==> config.mk <==
export PLATFORM = sky130hd
export DESIGN_NAME = rle_bitmap_rotating_decoder_flat
export DESIGN_NICKNAME = d
export VERILOG_FILES = /design/src/rtl/rbrd_pkg.sv /design/src/rtl/rbrd_in_if.sv /design/src/rtl/rbrd_out_if.sv /design/src/rtl/rbrd_ctrl.sv /design/src/rtl/rbrd_datapath.sv /design/src/rtl/rle_bitmap_rotating_decoder.sv /design/src/flat_wrapper.sv
export SDC_FILE = /design/constraint.sdc
export NUM_CORES = 1
export LEC_CHECK = 0
export ABC_AREA = 1
export BUFFER_PORTS_ARGS = -buffer_cell sky130_fd_sc_hd__buf_2
export CORE_AREA = 5 5 97 99
export CTS_CLUSTER_DIAMETER = 40
export CTS_CLUSTER_SIZE = 24
export DETAILED_ROUTE_END_ITERATION = 8
export DIE_AREA = 0 0 102 104
export PLACE_DENSITY_LB_ADDON = 0.1
export RECOVER_POWER = 25
export SYNTH_ARGS = -nofsm -noshare
export SYNTH_HDL_FRONTEND = slang
export SYNTH_SLANG_ARGS = --single-unit
==> constraint.sdc <==
create_clock -name i_clk -period 4.26 [get_ports i_clk]
set_clock_uncertainty 0.1 [all_clocks]
set_input_delay 0.213 -clock i_clk [delete_from_list [all_inputs] [get_ports i_clk]]
set_output_delay 0.213 -clock i_clk [all_outputs]
set_load 0.05 [all_outputs]
==> src/rtl/rbrd_pkg.sv <==
// Shared types and constants of the run-length bitmap decoder.
package rbrd_pkg;

    // Field widths of the stream words.
    localparam int ADDR_W   = 12;
    localparam int PIX_W    = 8;
    localparam int RUN_W    = 5;
    localparam int CFG_IW   = 1;
    localparam int CFG_DW   = 2;
    localparam int PHASE_W  = 2;

    // Configuration register indexes.
    localparam logic [CFG_IW-1:0] REG_SCAN_DIR = 1'b0;
    localparam logic [CFG_IW-1:0] REG_COMP     = 1'b1;

    // Decode phase codes; the unused code behaves as PH_TOKEN.
    localparam logic [PHASE_W-1:0] PH_TOKEN  = 2'd0;
    localparam logic [PHASE_W-1:0] PH_VALUE  = 2'd1;
    localparam logic [PHASE_W-1:0] PH_MARKER = 2'd2;

    // Byte codes of the coded stream.
    localparam logic [PIX_W-1:0] RUN_HDR_MASK = 8'hE0;
    localparam logic [PIX_W-1:0] RUN_CNT_MASK = 8'h1F;
    localparam logic [PIX_W-1:0] TRANSPARENT  = 8'hFF;

    // Scan direction codes.
    localparam logic [1:0] DIR_0   = 2'd0;
    localparam logic [1:0] DIR_90  = 2'd1;
    localparam logic [1:0] DIR_180 = 2'd2;
    localparam logic [1:0] DIR_270 = 2'd3;

    // Commands from the controller to the datapath.
    typedef struct packed {
        logic accept;
        logic run_step;
        logic err_emit;
    } t_cmd;

    // Status from the datapath to the controller.
    typedef struct packed {
        logic out_free;
        logic run_start;
        logic run_last;
        logic run_ovf;
    } t_sts;

endpackage

==> src/rtl/rbrd_in_if.sv <==
// Input byte channel of the run-length bitmap decoder.
interface rbrd_in_if;
    import rbrd_pkg::*;

    logic             valid;
    logic             ready;
    logic             frame_start;
    logic [PIX_W-1:0] data_byte;

    modport source (output valid, output frame_start, output data_byte, input ready);
    modport sink   (input valid, input frame_start, input data_byte, output ready);
endinterface

==> src/rtl/rbrd_out_if.sv <==
// Pixel result channel of the run-length bitmap decoder.
interface rbrd_out_if;
    import rbrd_pkg::*;

    logic              valid;
    logic              ready;
    logic [ADDR_W-1:0] pixel_address;
    logic [PIX_W-1:0]  pixel_value;
    logic              write_enable;
    logic              last_of_run;
    logic              frame_done;
    logic              error;

    modport source (
        output valid, output pixel_address, output pixel_value, output write_enable,
        output last_of_run, output frame_done, output error, input ready
    );
    modport sink (
        input valid, input pixel_address, input pixel_value, input write_enable,
        input last_of_run, input frame_done, input error, output ready
    );
endinterface

==> src/rtl/rbrd_ctrl.sv <==
// Controller state machine: byte intake, run emission and error word.
module rbrd_ctrl
    import rbrd_pkg::*;
(
    input  logic i_clk,
    input  logic i_rst_n,
    input  logic i_in_valid,
    output logic o_in_ready,
    input  t_sts i_sts,
    output t_cmd o_cmd
);

    localparam logic [1:0] S_IDLE = 2'd0;
    localparam logic [1:0] S_RUN  = 2'd1;
    localparam logic [1:0] S_ERR  = 2'd2;

    logic [1:0] r_state;
    logic [1:0] n_state;

    // Bytes are taken only in idle, and only when the output register can be refilled.
    assign o_in_ready       = (r_state == S_IDLE) && i_sts.out_free;
    assign o_cmd.accept     = i_in_valid && o_in_ready;
    assign o_cmd.run_step   = (r_state == S_RUN) && i_sts.out_free;
    assign o_cmd.err_emit   = (r_state == S_ERR) && i_sts.out_free;

    // Next state.
    always_comb begin
        n_state = r_state;
        unique case (r_state)
            S_IDLE: begin
                if (o_cmd.accept && i_sts.run_start) begin
                    n_state = S_RUN;
                end
            end
            S_RUN: begin
                if (o_cmd.run_step && i_sts.run_last) begin
                    n_state = i_sts.run_ovf ? S_ERR : S_IDLE;
                end
            end
            S_ERR: begin
                if (o_cmd.err_emit) begin
                    n_state = S_IDLE;
                end
            end
            default: begin
                n_state = S_IDLE;
            end
        endcase
    end

    // State register.
    always_ff @(posedge i_clk) begin
        if (!i_rst_n) begin
            r_state <= S_IDLE;
        end else begin
            r_state <= n_state;
        end
    end

`ifndef NO_ASSERTIONS
    // An overflowing run always ends in the error word.
    a_ovf_to_err: assert property (@(posedge i_clk) disable iff (!i_rst_n)
        (r_state == S_RUN) && i_sts.out_free && i_sts.run_last && i_sts.run_ovf
        |=> (r_state == S_ERR))
        else $error("overflowing run did not reach the error state");

    // The error state is entered only from a run.
    a_err_from_run: assert property (@(posedge i_clk) disable iff (!i_rst_n)
        (r_state == S_IDLE) |=> (r_state != S_ERR))
        else $error("error state entered from idle");

    // Only one datapath command is issued at a time.
    a_one_cmd: assert property (@(posedge i_clk) disable iff (!i_rst_n)
        $onehot0({o_cmd.accept, o_cmd.run_step, o_cmd.err_emit}))
        else $error("conflicting datapath commands");
`endif

endmodule

==> src/rtl/rbrd_datapath.sv <==
// Datapath: configuration, scan counters, run registers, placement and output register.
module rbrd_datapath
    import rbrd_pkg::*;
#(
    parameter int SIDE = 64
) (
    input  logic              i_clk,
    input  logic              i_rst_n,
    input  logic              i_cfg_we,
    input  logic [CFG_IW-1:0] i_cfg_index,
    input  logic [CFG_DW-1:0] i_cfg_data,
    input  logic              i_frame_start,
    input  logic [PIX_W-1:0]  i_data_byte,
    input  t_cmd              i_cmd,
    output t_sts              o_sts,
    input  logic              i_out_ready,
    output logic              o_out_valid,
    output logic [ADDR_W-1:0] o_pixel_address,
    output logic [PIX_W-1:0]  o_pixel_value,
    output logic              o_write_enable,
    output logic              o_last_of_run,
    output logic              o_frame_done,
    output logic              o_error
);

    localparam int CW   = $clog2(SIDE);
    localparam int AXW  = (2 * CW > ADDR_W) ? 2 * CW : ADDR_W;
    localparam int CMPW = (CW + 1 > RUN_W) ? CW + 1 : RUN_W;
    localparam logic [CW-1:0]  LAST = CW'(SIDE - 1);
    localparam logic [AXW-1:0] SZ   = AXW'(SIDE);

    // Rotated placement of scan column c, scan row r.
    function automatic logic [ADDR_W-1:0] place(
        input logic [CW-1:0] c,
        input logic [CW-1:0] r,
        input logic [1:0]    dir
    );
        logic [CW-1:0]  hi;
        logic [CW-1:0]  lo;
        logic [AXW-1:0] full;
        unique case (dir)
            DIR_0: begin
                hi = r;
                lo = c;
            end
            DIR_90: begin
                hi = LAST - c;
                lo = r;
            end
            DIR_180: begin
                hi = LAST - r;
                lo = LAST - c;
            end
            default: begin
                hi = c;
                lo = LAST - r;
            end
        endcase
        full = AXW'(hi) * SZ + AXW'(lo);
        return full[ADDR_W-1:0];
    endfunction

    // Configuration and decoder state.
    logic [1:0]         r_scan_dir, n_scan_dir;
    logic               r_comp, n_comp;
    logic [CW-1:0]      r_col, n_col;
    logic [CW-1:0]      r_row, n_row;
    logic [PHASE_W-1:0] r_phase, n_phase;
    logic [RUN_W-1:0]   r_run_len, n_run_len;
    logic               r_halted, n_halted;
    logic [PIX_W-1:0]   r_run_val, n_run_val;
    logic [RUN_W-1:0]   r_left, n_left;
    logic               r_ovf, n_ovf;

    // Output register.
    logic               r_ov, n_ov;
    logic [ADDR_W-1:0]  r_addr, n_addr;
    logic [PIX_W-1:0]   r_val, n_val;
    logic               r_we, n_we;
    logic               r_last, n_last;
    logic               r_done, n_done;
    logic               r_err, n_err;

    // Frame start view of the state, and the pixel position in use.
    logic [CW-1:0]      e_col, e_row, px_col, px_row;
    logic [PHASE_W-1:0] e_phase;
    logic               e_halt;
    logic [PIX_W-1:0]   px_val;
    logic [CMPW-1:0]    rem_x;
    logic               run_ovf_now;
    logic               is_header;
    logic               wrap, frame_end;
    logic               d_emit, d_start;

    assign e_col   = i_frame_start ? '0 : r_col;
    assign e_row   = i_frame_start ? '0 : r_row;
    assign e_phase = i_frame_start ? PH_TOKEN : r_phase;
    assign e_halt  = i_frame_start ? 1'b0 : r_halted;

    assign px_col  = i_cmd.run_step ? r_col : e_col;
    assign px_row  = i_cmd.run_step ? r_row : e_row;
    assign px_val  = i_cmd.run_step ? r_run_val : i_data_byte;

    assign rem_x       = CMPW'(SIDE) - CMPW'(e_col);
    assign run_ovf_now = CMPW'(r_run_len) > rem_x;
    assign is_header   = (i_data_byte & RUN_HDR_MASK) == RUN_HDR_MASK;
    assign wrap        = (px_col == LAST);
    assign frame_end   = wrap && (px_row == LAST);

    // Classify the offered byte: a single pixel now, or the start of a run.
    always_comb begin
        d_emit  = 1'b0;
        d_start = 1'b0;
        if (!e_halt) begin
            if (!r_comp) begin
                d_emit = 1'b1;
            end else if (e_phase == PH_VALUE) begin
                d_start = (r_run_len != '0);
            end else if (e_phase != PH_MARKER) begin
                d_emit = !is_header;
            end
        end
    end

    assign o_sts.out_free  = !r_ov || i_out_ready;
    assign o_sts.run_start = d_start;
    assign o_sts.run_last  = (r_left == RUN_W'(1));
    assign o_sts.run_ovf   = r_ovf;

    // Next state of the decoder and the output register.
    always_comb begin
        n_scan_dir = r_scan_dir;
        n_comp     = r_comp;
        n_col      = r_col;
        n_row      = r_row;
        n_phase    = r_phase;
        n_run_len  = r_run_len;
        n_halted   = r_halted;
        n_run_val  = r_run_val;
        n_left     = r_left;
        n_ovf      = r_ovf;
        n_ov       = i_out_ready ? 1'b0 : r_ov;
        n_addr     = r_addr;
        n_val      = r_val;
        n_we       = r_we;
        n_last     = r_last;
        n_done     = r_done;
        n_err      = r_err;

        if (i_cfg_we) begin
            if (i_cfg_index == REG_SCAN_DIR) begin
                n_scan_dir = i_cfg_data;
            end else begin
                n_comp = i_cfg_data[0];
            end
        end

        // Byte intake.
        if (i_cmd.accept) begin
            if (i_frame_start) begin
                n_col     = '0;
                n_row     = '0;
                n_phase   = PH_TOKEN;
                n_run_len = '0;
                n_halted  = 1'b0;
            end
            if (!e_halt) begin
                n_phase = PH_TOKEN;
                if (r_comp && (e_phase == PH_VALUE)) begin
                    n_run_len = '0;
                    n_run_val = i_data_byte;
                    n_ovf     = run_ovf_now;
                    n_left    = run_ovf_now ? rem_x[RUN_W-1:0] : r_run_len;
                end else if (r_comp && (e_phase != PH_MARKER) && is_header) begin
                    n_run_len = RUN_W'(i_data_byte & RUN_CNT_MASK);
                    n_phase   = PH_VALUE;
                end
            end
        end

        // Pixel emission with scan advance, for a single byte or one run step.
        if ((i_cmd.accept && d_emit) || i_cmd.run_step) begin
            n_ov   = 1'b1;
            n_addr = place(px_col, px_row, r_scan_dir);
            n_val  = px_val;
            n_we   = (px_val != TRANSPARENT);
            n_last = i_cmd.accept || (o_sts.run_last && !r_ovf);
            n_done = 1'b0;
            if (i_cmd.run_step && r_ovf) begin
                // Overflowing run: fill the row out, the frame is dropped anyway.
                n_col  = px_col + CW'(1);
                n_left = r_left - RUN_W'(1);
            end else begin
                if (i_cmd.run_step) begin
                    n_left = r_left - RUN_W'(1);
                end
                if (wrap) begin
                    n_col = '0;
                    if (frame_end) begin
                        n_done   = 1'b1;
                        n_halted = 1'b1;
                    end else begin
                        n_row = px_row + CW'(1);
                        if (r_comp) begin
                            n_phase = PH_MARKER;
                        end
                    end
                end else begin
                    n_col = px_col + CW'(1);
                end
            end
        end

        // Error word after an overflowing run.
        if (i_cmd.err_emit) begin
            n_ov     = 1'b1;
            n_addr   = '0;
            n_val    = '0;
            n_we     = 1'b0;
            n_last   = 1'b1;
            n_done   = 1'b0;
            n_err    = 1'b1;
            n_halted = 1'b1;
        end else if ((i_cmd.accept && d_emit) || i_cmd.run_step) begin
            n_err = 1'b0;
        end
    end

    // Control state with reset.
    always_ff @(posedge i_clk) begin
        if (!i_rst_n) begin
            r_scan_dir <= DIR_0;
            r_comp     <= 1'b1;
            r_col      <= '0;
            r_row      <= '0;
            r_phase    <= PH_TOKEN;
            r_run_len  <= '0;
            r_halted   <= 1'b1;
            r_left     <= '0;
            r_ovf      <= 1'b0;
            r_ov       <= 1'b0;
        end else begin
            r_scan_dir <= n_scan_dir;
            r_comp     <= n_comp;
            r_col      <= n_col;
            r_row      <= n_row;
            r_phase    <= n_phase;
            r_run_len  <= n_run_len;
            r_halted   <= n_halted;
            r_left     <= n_left;
            r_ovf      <= n_ovf;
            r_ov       <= n_ov;
        end
    end

    // Payload registers.
    always_ff @(posedge i_clk) begin
        r_run_val <= n_run_val;
        r_addr    <= n_addr;
        r_val     <= n_val;
        r_we      <= n_we;
        r_last    <= n_last;
        r_done    <= n_done;
        r_err     <= n_err;
    end

    assign o_out_valid     = r_ov;
    assign o_pixel_address = r_addr;
    assign o_pixel_value   = r_val;
    assign o_write_enable  = r_we;
    assign o_last_of_run   = r_last;
    assign o_frame_done    = r_done;
    assign o_error         = r_err;

`ifndef NO_ASSERTIONS
    // The error word closes its byte, writes nothing and never ends a frame.
    a_err_word: assert property (@(posedge i_clk) disable iff (!i_rst_n)
        r_ov && r_err |-> !r_we && r_last && !r_done)
        else $error("malformed error word");

    // The error word is issued only for an overflowing run.
    a_err_cause: assert property (@(posedge i_clk) disable iff (!i_rst_n)
        i_cmd.err_emit |-> r_ovf)
        else $error("error word without overflow");

    // After the error word the decoder stays halted until a frame start.
    a_err_halts: assert property (@(posedge i_clk) disable iff (!i_rst_n)
        i_cmd.err_emit |=> r_halted)
        else $error("decoder not halted after error");
`endif

endmodule

==> src/rtl/rle_bitmap_rotating_decoder.sv <==
// Top level of the run-length bitmap decoder with rotated placement.
// Decodes the pixel bytes of one SIDE x SIDE texture per frame, raw or
// run-length coded, and gives one word per pixel with its rotated address.
// A raw or literal byte, a run header and a row marker are each taken alone;
// the pixel word of a literal appears in the output register the next cycle.
// A run value byte with count N that fits its row holds the input while N
// pixel words come from the run counter, one per cycle unless the output
// stalls; a run of zero gives none. A run that overflows its row holds the
// input for one pixel word per pixel left in the row, then the error word.
// An output stall holds intake and run emission (single output register).
// Frame start clears the scan counters; after the last pixel or an error,
// bytes are dropped until the next frame start. The user must write
// configuration only while the block is idle; the block does not enforce it.
module rle_bitmap_rotating_decoder
    import rbrd_pkg::*;
#(
    parameter int SIDE = 64
) (
    input  logic              i_clk,
    input  logic              i_rst_n,
    input  logic              i_cfg_we,
    input  logic [CFG_IW-1:0] i_cfg_index,
    input  logic [CFG_DW-1:0] i_cfg_data,
    rbrd_in_if.sink           i_in,
    rbrd_out_if.source        o_out
);

    t_cmd cmd;
    t_sts sts;

    // Sequencing of intake, run emission and error word.
    rbrd_ctrl u_ctrl (
        .i_clk      (i_clk),
        .i_rst_n    (i_rst_n),
        .i_in_valid (i_in.valid),
        .o_in_ready (i_in.ready),
        .i_sts      (sts),
        .o_cmd      (cmd)
    );

    // Counters, placement and output register.
    rbrd_datapath #(
        .SIDE (SIDE)
    ) u_datapath (
        .i_clk           (i_clk),
        .i_rst_n         (i_rst_n),
        .i_cfg_we        (i_cfg_we),
        .i_cfg_index     (i_cfg_index),
        .i_cfg_data      (i_cfg_data),
        .i_frame_start   (i_in.frame_start),
        .i_data_byte     (i_in.data_byte),
        .i_cmd           (cmd),
        .o_sts           (sts),
        .i_out_ready     (o_out.ready),
        .o_out_valid     (o_out.valid),
        .o_pixel_address (o_out.pixel_address),
        .o_pixel_value   (o_out.pixel_value),
        .o_write_enable  (o_out.write_enable),
        .o_last_of_run   (o_out.last_of_run),
        .o_frame_done    (o_out.frame_done),
        .o_error         (o_out.error)
    );

endmodule
==> src/flat_wrapper.sv <==
// flat-port wrapper written by rule: the top's interface ports become plain ports
module rle_bitmap_rotating_decoder_flat import rbrd_pkg::*;
#(
    parameter int SIDE = 64
)
  (i_clk, i_rst_n, i_cfg_we, i_cfg_index, i_cfg_data, i_in_valid, i_in_frame_start, i_in_data_byte, i_in_ready, o_out_valid, o_out_pixel_address, o_out_pixel_value, o_out_write_enable, o_out_last_of_run, o_out_frame_done, o_out_error, o_out_ready);
  rbrd_in_if i_in_i ();
  rbrd_out_if o_out_i ();
  input  logic i_clk;
  input  logic i_rst_n;
  input  logic i_cfg_we;
  input  logic [CFG_IW-1:0] i_cfg_index;
  input  logic [CFG_DW-1:0] i_cfg_data;
  input wire logic [$bits(i_in_i.valid)-1:0] i_in_valid;
  input wire logic [$bits(i_in_i.frame_start)-1:0] i_in_frame_start;
  input wire logic [$bits(i_in_i.data_byte)-1:0] i_in_data_byte;
  output wire logic [$bits(i_in_i.ready)-1:0] i_in_ready;
  output wire logic [$bits(o_out_i.valid)-1:0] o_out_valid;
  output wire logic [$bits(o_out_i.pixel_address)-1:0] o_out_pixel_address;
  output wire logic [$bits(o_out_i.pixel_value)-1:0] o_out_pixel_value;
  output wire logic [$bits(o_out_i.write_enable)-1:0] o_out_write_enable;
  output wire logic [$bits(o_out_i.last_of_run)-1:0] o_out_last_of_run;
  output wire logic [$bits(o_out_i.frame_done)-1:0] o_out_frame_done;
  output wire logic [$bits(o_out_i.error)-1:0] o_out_error;
  input wire logic [$bits(o_out_i.ready)-1:0] o_out_ready;
  assign i_in_i.valid = i_in_valid;
  assign i_in_i.frame_start = i_in_frame_start;
  assign i_in_i.data_byte = i_in_data_byte;
  assign i_in_ready = i_in_i.ready;
  assign o_out_valid = o_out_i.valid;
  assign o_out_pixel_address = o_out_i.pixel_address;
  assign o_out_pixel_value = o_out_i.pixel_value;
  assign o_out_write_enable = o_out_i.write_enable;
  assign o_out_last_of_run = o_out_i.last_of_run;
  assign o_out_frame_done = o_out_i.frame_done;
  assign o_out_error = o_out_i.error;
  assign o_out_i.ready = o_out_ready;
  rle_bitmap_rotating_decoder #(.SIDE(SIDE)) u_core (.i_clk(i_clk), .i_rst_n(i_rst_n), .i_cfg_we(i_cfg_we), .i_cfg_index(i_cfg_index), .i_cfg_data(i_cfg_data), .i_in(i_in_i), .o_out(o_out_i));
endmodule
Word-level counts from Yosys, hierarchy flattened. Cells that the tools add are included.

Shifts and indexed selects: 0. $lt $le $gt $ge: 1. Multiplexer cells: 63. Equality and inequality tests: 14. Bitwise gates (word level): 3. Div/mod/pow operators: 0. Reduce and logical (&&, ||, !) cells: 29. Multiply operators: 0. $add $sub $neg: 7.

Operators by type and width (number): $mux 6 (15); $mux 5 (11); $pmux 6 s3 (2); $mux 2 (12); $mux 1 (21); $logic_and 1x1->1 (13); $add 12x6->12 (1); $add 6x1->6 const B (2); $eq 6x6->1 const B (2); $sub 6x6->6 const A (2); $mux 8 (1); $ne 8x8->1 const B (1); $gt 5x7->1 (1); $sub 7x6->7 const A (1); $eq 2x1->1 const B (3); $ne 2x1->1 const B (3); $pmux 2 s3 (1); $reduce_and 3->1 (2); $eq 5x1->1 const B (1); $reduce_bool 5->1 (1); $sub 5x1->5 const B (1); $eq 2x2->1 const B (2); $logic_not 2->1 (2); $reduce_and 2->1 (2); 8 further kinds (14).

Memories kept: 0. Output and inout bits: 26. Input port bits: 17. Bits in registers: 64. Bits in latches: 0. Word-level logic and storage cells: 135. Bits in writable memories: 0. ROM bits: 0.

Longest topological paths before layout.
Depth after elaboration: 13. Depth in mapped cells: 17. Depth with buffers taken out: 17.

By module. From an unflattened synthesis, not the netlist that was laid out.

Cells, all modules: 497. Area total of the unflattened synthesis: 3623.5 um^2.

Modules (own cells, without submodules): rbrd_datapath (times used 1, sequential area each 1321.3 um^2, cells each 475, area each 3480.8 um^2); rbrd_ctrl (times used 1, sequential area each 40.0 um^2, cells each 22, area each 142.6 um^2).

Worst setup path after synthesis. OpenSTA, ideal clock, no wires.

Kind: register to register. From: register u_core.u_datapath.r_ov, in the netlist u_core.u_datapath.o_out_valid. To: register u_core.u_datapath.r_phase[0]. Cell stages (with the launch flop): 16. Setup slack: 1.960 ns. Arrival time: 2.089 ns. Library setup time: 0.111 ns. Buffers on the path: 1. Required time: 4.049 ns. Cells stage by stage: dfxtp_1 nand2_4 nand2_8 nand2_8 buf_6 nand2_1 inv_1 ha_1 nand2_1 nor2_2 nand3_1 inv_2 nor2_4 nand2_2 nand3_1 inv_1.

Word-level cells in the longest chain between the ends: 10. Elaborated cells between the ends (all ways): 19. Classes of those cells: eq/ne (2); mux (8); reduce/logical (9).

RTL lines: start, declared (line rbrd_datapath.sv:76) `logic r_ov, n_ov;`; start signal, assigned (line rbrd_datapath.sv:252) `r_ov <= n_ov;`; $logic_not 1->1 * (line rbrd_datapath.sv:125) `assign o_sts.out_free = !r_ov || i_out_ready;`; $logic_or 1x1->1 * (line rbrd_datapath.sv:125); $logic_and 1x1->1 (on tied branches) (line rbrd_ctrl.sv:23, rbrd_ctrl.sv:21); $mux 6 (tied with other cells) (line rbrd_datapath.sv:100) `assign px_col = i_cmd.run_step ? r_col : e_col;`; $eq 6x6->1 (tied with other cells) (line rbrd_datapath.sv:107) `assign wrap = (px_col == LAST);`; $logic_and 1x1->1 or $mux 2 (tied branches) (line rbrd_datapath.sv:108, rbrd_datapath.sv:204); $mux 2 (line rbrd_datapath.sv:199) `if (frame_end) begin`; $mux 2 (line rbrd_datapath.sv:197) `if (wrap) begin`; $mux 2 (line rbrd_datapath.sv:189) `if (i_cmd.run_step && r_ovf) begin`; $mux 2 * (line rbrd_datapath.sv:182) `if ((i_cmd.accept && d_emit) || i_cmd.run_step) begin`; end signal, assigned (line rbrd_datapath.sv:247) `r_phase <= n_phase;`; end, declared (line rbrd_datapath.sv:68) `logic [PHASE_W-1:0] r_phase, n_phase;`.

Every way passes the cells marked *; elsewhere a longest branch is shown, timed or not. A chain may end at the register's enable or synchronous reset.

Final worst setup path.
From: register u_core.u_datapath.r_col[1]. To: register u_core.u_datapath.r_left[2].

Word-level cells in the longest chain between the ends: 10.

RTL lines: start, declared (line rbrd_datapath.sv:66) `logic [CW-1:0] r_col, n_col;`; start signal, assigned (line rbrd_datapath.sv:245) `r_col <= n_col;`; $mux 6 *; $sub 7x6->7 * (line rbrd_datapath.sv:104) `assign rem_x = CMPW'(SIDE) - CMPW'(e_col);`; $gt 5x7->1 (line rbrd_datapath.sv:105) `assign run_ovf_now = CMPW'(r_run_len) > rem_x;`; $mux 5 * (line rbrd_datapath.sv:173) `n_left = run_ovf_now ? rem_x[RUN_W-1:0] : r_run_len;`; $mux 5 * (line rbrd_datapath.sv:169) `if (r_comp && (e_phase == PH_VALUE)) begin`; $mux 5 * (line rbrd_datapath.sv:167) `if (!e_halt) begin`; $mux 5 * (line rbrd_datapath.sv:159) `if (i_cmd.accept) begin`; $mux 5 (line rbrd_datapath.sv:194) `if (i_cmd.run_step) begin`; $mux 5 (line rbrd_datapath.sv:189); $mux 5 * (line rbrd_datapath.sv:182); end signal, assigned (line rbrd_datapath.sv:250) `r_left <= n_left;`; end, declared (line rbrd_datapath.sv:72) `logic [RUN_W-1:0] r_left, n_left;`.

Marked as above.

==> results_dict.tcl <==
set metrics [dict create \
    p_leak_nw 1.776 \
    totalWireLength_um 9041 \
    crit_path_end_kind "flip-flop" \
    via_per_inst 5.076 \
    ctsHoldBuffers 8 \
    grt_pass1_wl_um 15220 \
    synth_area_per_cell_um2 7.218 \
    drive_gt1_share_pct 12.41 \
    maxSlewHeadroom_pct 54.54 \
    drtAntennaViolNets 0 \
    cp_slowest_cell "dfxtp_1" \
    die_x_um 102 \
    route.detailed.drc 0 \
    clock_tree.root_cell "clkbuf_8" \
    drv_slew 0 \
    post_cts_buffers 0 \
    io_buffer_count 42 \
    critPathArrivalTime_ps 2800 \
    min_period_ps 2632 \
    rsz0062_at_grt "no" \
    cts_sinks 64 \
    final_cells 656 \
    synth-edff-count 8 \
    critPathBufInv 2 \
    clk_latency_ps 340 \
    yosysWarningCount 0 \
    netlist.area_leader.share_pct 31.00 \
    drt_iter0_markers 249 \
    worstPathCellList "inv_1 -> nor2_1 -> inv_1 -> ha_1 -> nand2_1 -> nor2_1 -> xor2_1 -> ha_1 -> nand2_1 -> nor3b_1 -> nand3_1 -> nand2_1 -> nor2_2 -> nand2_2 -> nand2_1 -> nand3_1 -> a21oi_1" \
    gr-total-overflow 0 \
    finalCritPeriodShare_pct 61.78 \
    hold-worst-slack_ps 20.35 \
    hold_viol 0 \
    async_reset_ff_share_pct 0 \
    power_density_nw_per_um2 403.7 \
    drv_cap 0 \
    critPathMaxStageDelay_ps 420 \
    fin_nets 569 \
    fmax_mhz 380.0 \
    crit_type "reg -> reg" \
    yosysTopAreaCell "dfxtp_1" \
    status "finished clean" \
    area_growth_pct 13.43 \
    cts_resized 0 \
    wl_per_cell_um 13.78 \
    via_count 3330 \
    die_area_um2 10610 \
    cts-buffers-inserted 9 \
    synth_ff_type "dfxtp_1" \
    cpMostUsedCell "nand2_1" \
    netlist_area_um2 3616 \
    reg2reg_slack_ps 1630 \
    antenna_found_initial 0 \
    synth.distinct_cells 41 \
    cts_tree "done" \
    synth_seq_cells 64 \
    grt_pass1_vias 3151 \
    synth-seq-area-share_pct 37.65 \
    die_h_um 104 \
    start_util_pct 42.71 \
    path_delay_family "simple AND/OR/NAND/NOR gates" \
    drtPass1Iterations 5 \
    worstHoldPathType "in -> reg" \
    ir_drop_mv 0.1642 \
    grt.total_usage_pct 17.60 \
    setup_violations 0 \
    tns_ps 0 \
    gp_congestion 0.8397 \
    start_kind "flip-flop" \
    path_clk_slew_ps 70 \
    coreArea_um2 8466 \
    crit_path_max_fanout 6 \
    synth_nets 527 \
    cp.required_ps 4430 \
    tightest_slew_ps 680.3 \
    dp_cells 632 \
    synth.top_cells.by_area "dfxtp_1 (31%), nand2_1 (12%), a21oi_1 (6.6%)" \
    ctsLongestPathBuffers 2 \
    ioPinCount 43 \
    diodes 0 \
    synth_cells 501 \
    rows 34 \
    dp_hpwl_um 6640 \
    h-tree-depth 3 \
    grt_max_degree 50 \
]
[metal layers]
layer | global-route usage (%) | up-vias | share of wire, %
met5 | 0 | - | 0
met4 | 4.030 | 0 | 0.75
met3 | 3.622 | 7 | 5.1
met2 | 27.44 | 66 | 45
met1 | 24.86 | 1519 | 49
li1 | - | 1738 | -
[synthesized netlist by cell type, drive strengths merged (2+ instances only)]
| cell | instances |
|---|---|
| nand2 | 125 |
| dfxtp | 56 |
| inv | 55 |
| o21ai | 54 |
| a21oi | 50 |
| nor2 | 40 |
| nand3 | 37 |
| xor2 | 16 |
| a31oi | 10 |
| clkbuf | 10 |
| buf | 9 |
| ha | 9 |
| edfxtp | 8 |
| nand4 | 7 |
| nand3b | 2 |
| nor3 | 2 |
| or2 | 2 |
| xnor2 | 2 |
[final timing paths]
check | from | endpoint | cells after the start
setup reg to reg | u_core.u_datapath.r_col[1] | u_core.u_datapath.r_left[2] | 17
hold / removal | i_cfg_data[0] | u_core.u_datapath.r_comp | 3
setup / recovery | u_core.u_datapath.r_col[1] | u_core.u_datapath.r_left[2] | 17
hold reg to reg | u_core.u_datapath.o_error | u_core.u_datapath.o_error | 2
[through the flow]
stage          utilization (%)  power (mW)  cell area (um^2)  worst slack [ps]
2_1_floorplan                -       1.054              3616              1960
3_3_place_gp             45.52       1.144              3854              1649
3_5_place_dp             45.52       1.148              3854              1484
4_1_cts                  48.77       1.678              4129              1636
5_1_grt                  48.45       1.738              4101              1340
6_report                 48.45       1.656              4101              1628
[placed cells by master, fill, tap and decap left out, types with 2 or more instances in the layout]
master,n
xor2_1,16
dlygate4sd3_1,8
o21ai_0,40
nand3_1,32
nor2_2,4
a31oi_1,10
or2_2,2
xnor2_1,2
nor3_1,2
nand2_2,6
inv_2,4
inv_1,50
nand4_1,7
o21ai_1,14
nor2_1,31
clkinv_1,2
dfxtp_1,56
edfxtp_1,8
nand3_2,4
nand3b_1,2
nand2_4,2
buf_2,20
a21oi_1,48
clkbuf_8,9
a21oi_2,2
clkinvlp_4,2
clkbuf_1,22
nand2_8,2
nor2_4,5
nand2_1,115
ha_1,9
[flip-flops by register name, indices dropped and copies added, names as in the netlist]
signal and cells:
u_core.u_datapath.o_frame_done 1, u_core.u_datapath.r_comp 1, u_core.u_datapath.r_run_len 5, u_core.u_datapath.o_pixel_address 12, u_core.u_datapath.r_ovf 1, u_core.u_datapath.r_col 6
u_core.u_datapath.r_halted 1, u_core.u_datapath.o_out_valid 1, u_core.u_datapath.r_run_val 8, u_core.u_datapath.o_last_of_run 1, u_core.u_datapath.o_pixel_value 8, u_core.u_datapath.o_write_enable 1
u_core.u_ctrl.r_state 2, u_core.u_datapath.r_phase 2, u_core.u_datapath.r_left 5, u_core.u_datapath.o_error 1, u_core.u_datapath.r_scan_dir 2, u_core.u_datapath.r_row 6
[worst min-delay path, cell delays in order]
cell and delay [ps]:
buf_2 90, nand3_1 60, nand3_1 70
[final cells by class]
class | count | area (um^2)
fill | 882 | 4364
multi-input combinational | 362 | 1934
sequential | 64 | 1361
timing repair buffer | 50 | 262.8
inverter | 56 | 212.7
tap | 108 | 135.1
clock buffer | 9 | 123.9
clock inverter | 7 | 71.32
[logic make-up (layout without fill, tap and decap cells)]
family,count (synthesis),count (layout),share of synthesized area (%)
DFF,64,64,37.65
adders and majority gates,9,9,3.114
AOI/OAI and AO/OA,118,118,17.20
xor gates and xnor gates,18,18,4.360
buffers and inverters,75,122,8.858
and+or+nand+nor,217,217,28.82
[where the power goes]
part	switching (mW)	total, mW	internal [mW]
logic	0.327	0.430	0.103
clock network	0.254	0.524	0.270
registers	0.0346	0.702	0.667
total	0.616	1.66	1.04
Power figures use the tool's default switching activity.
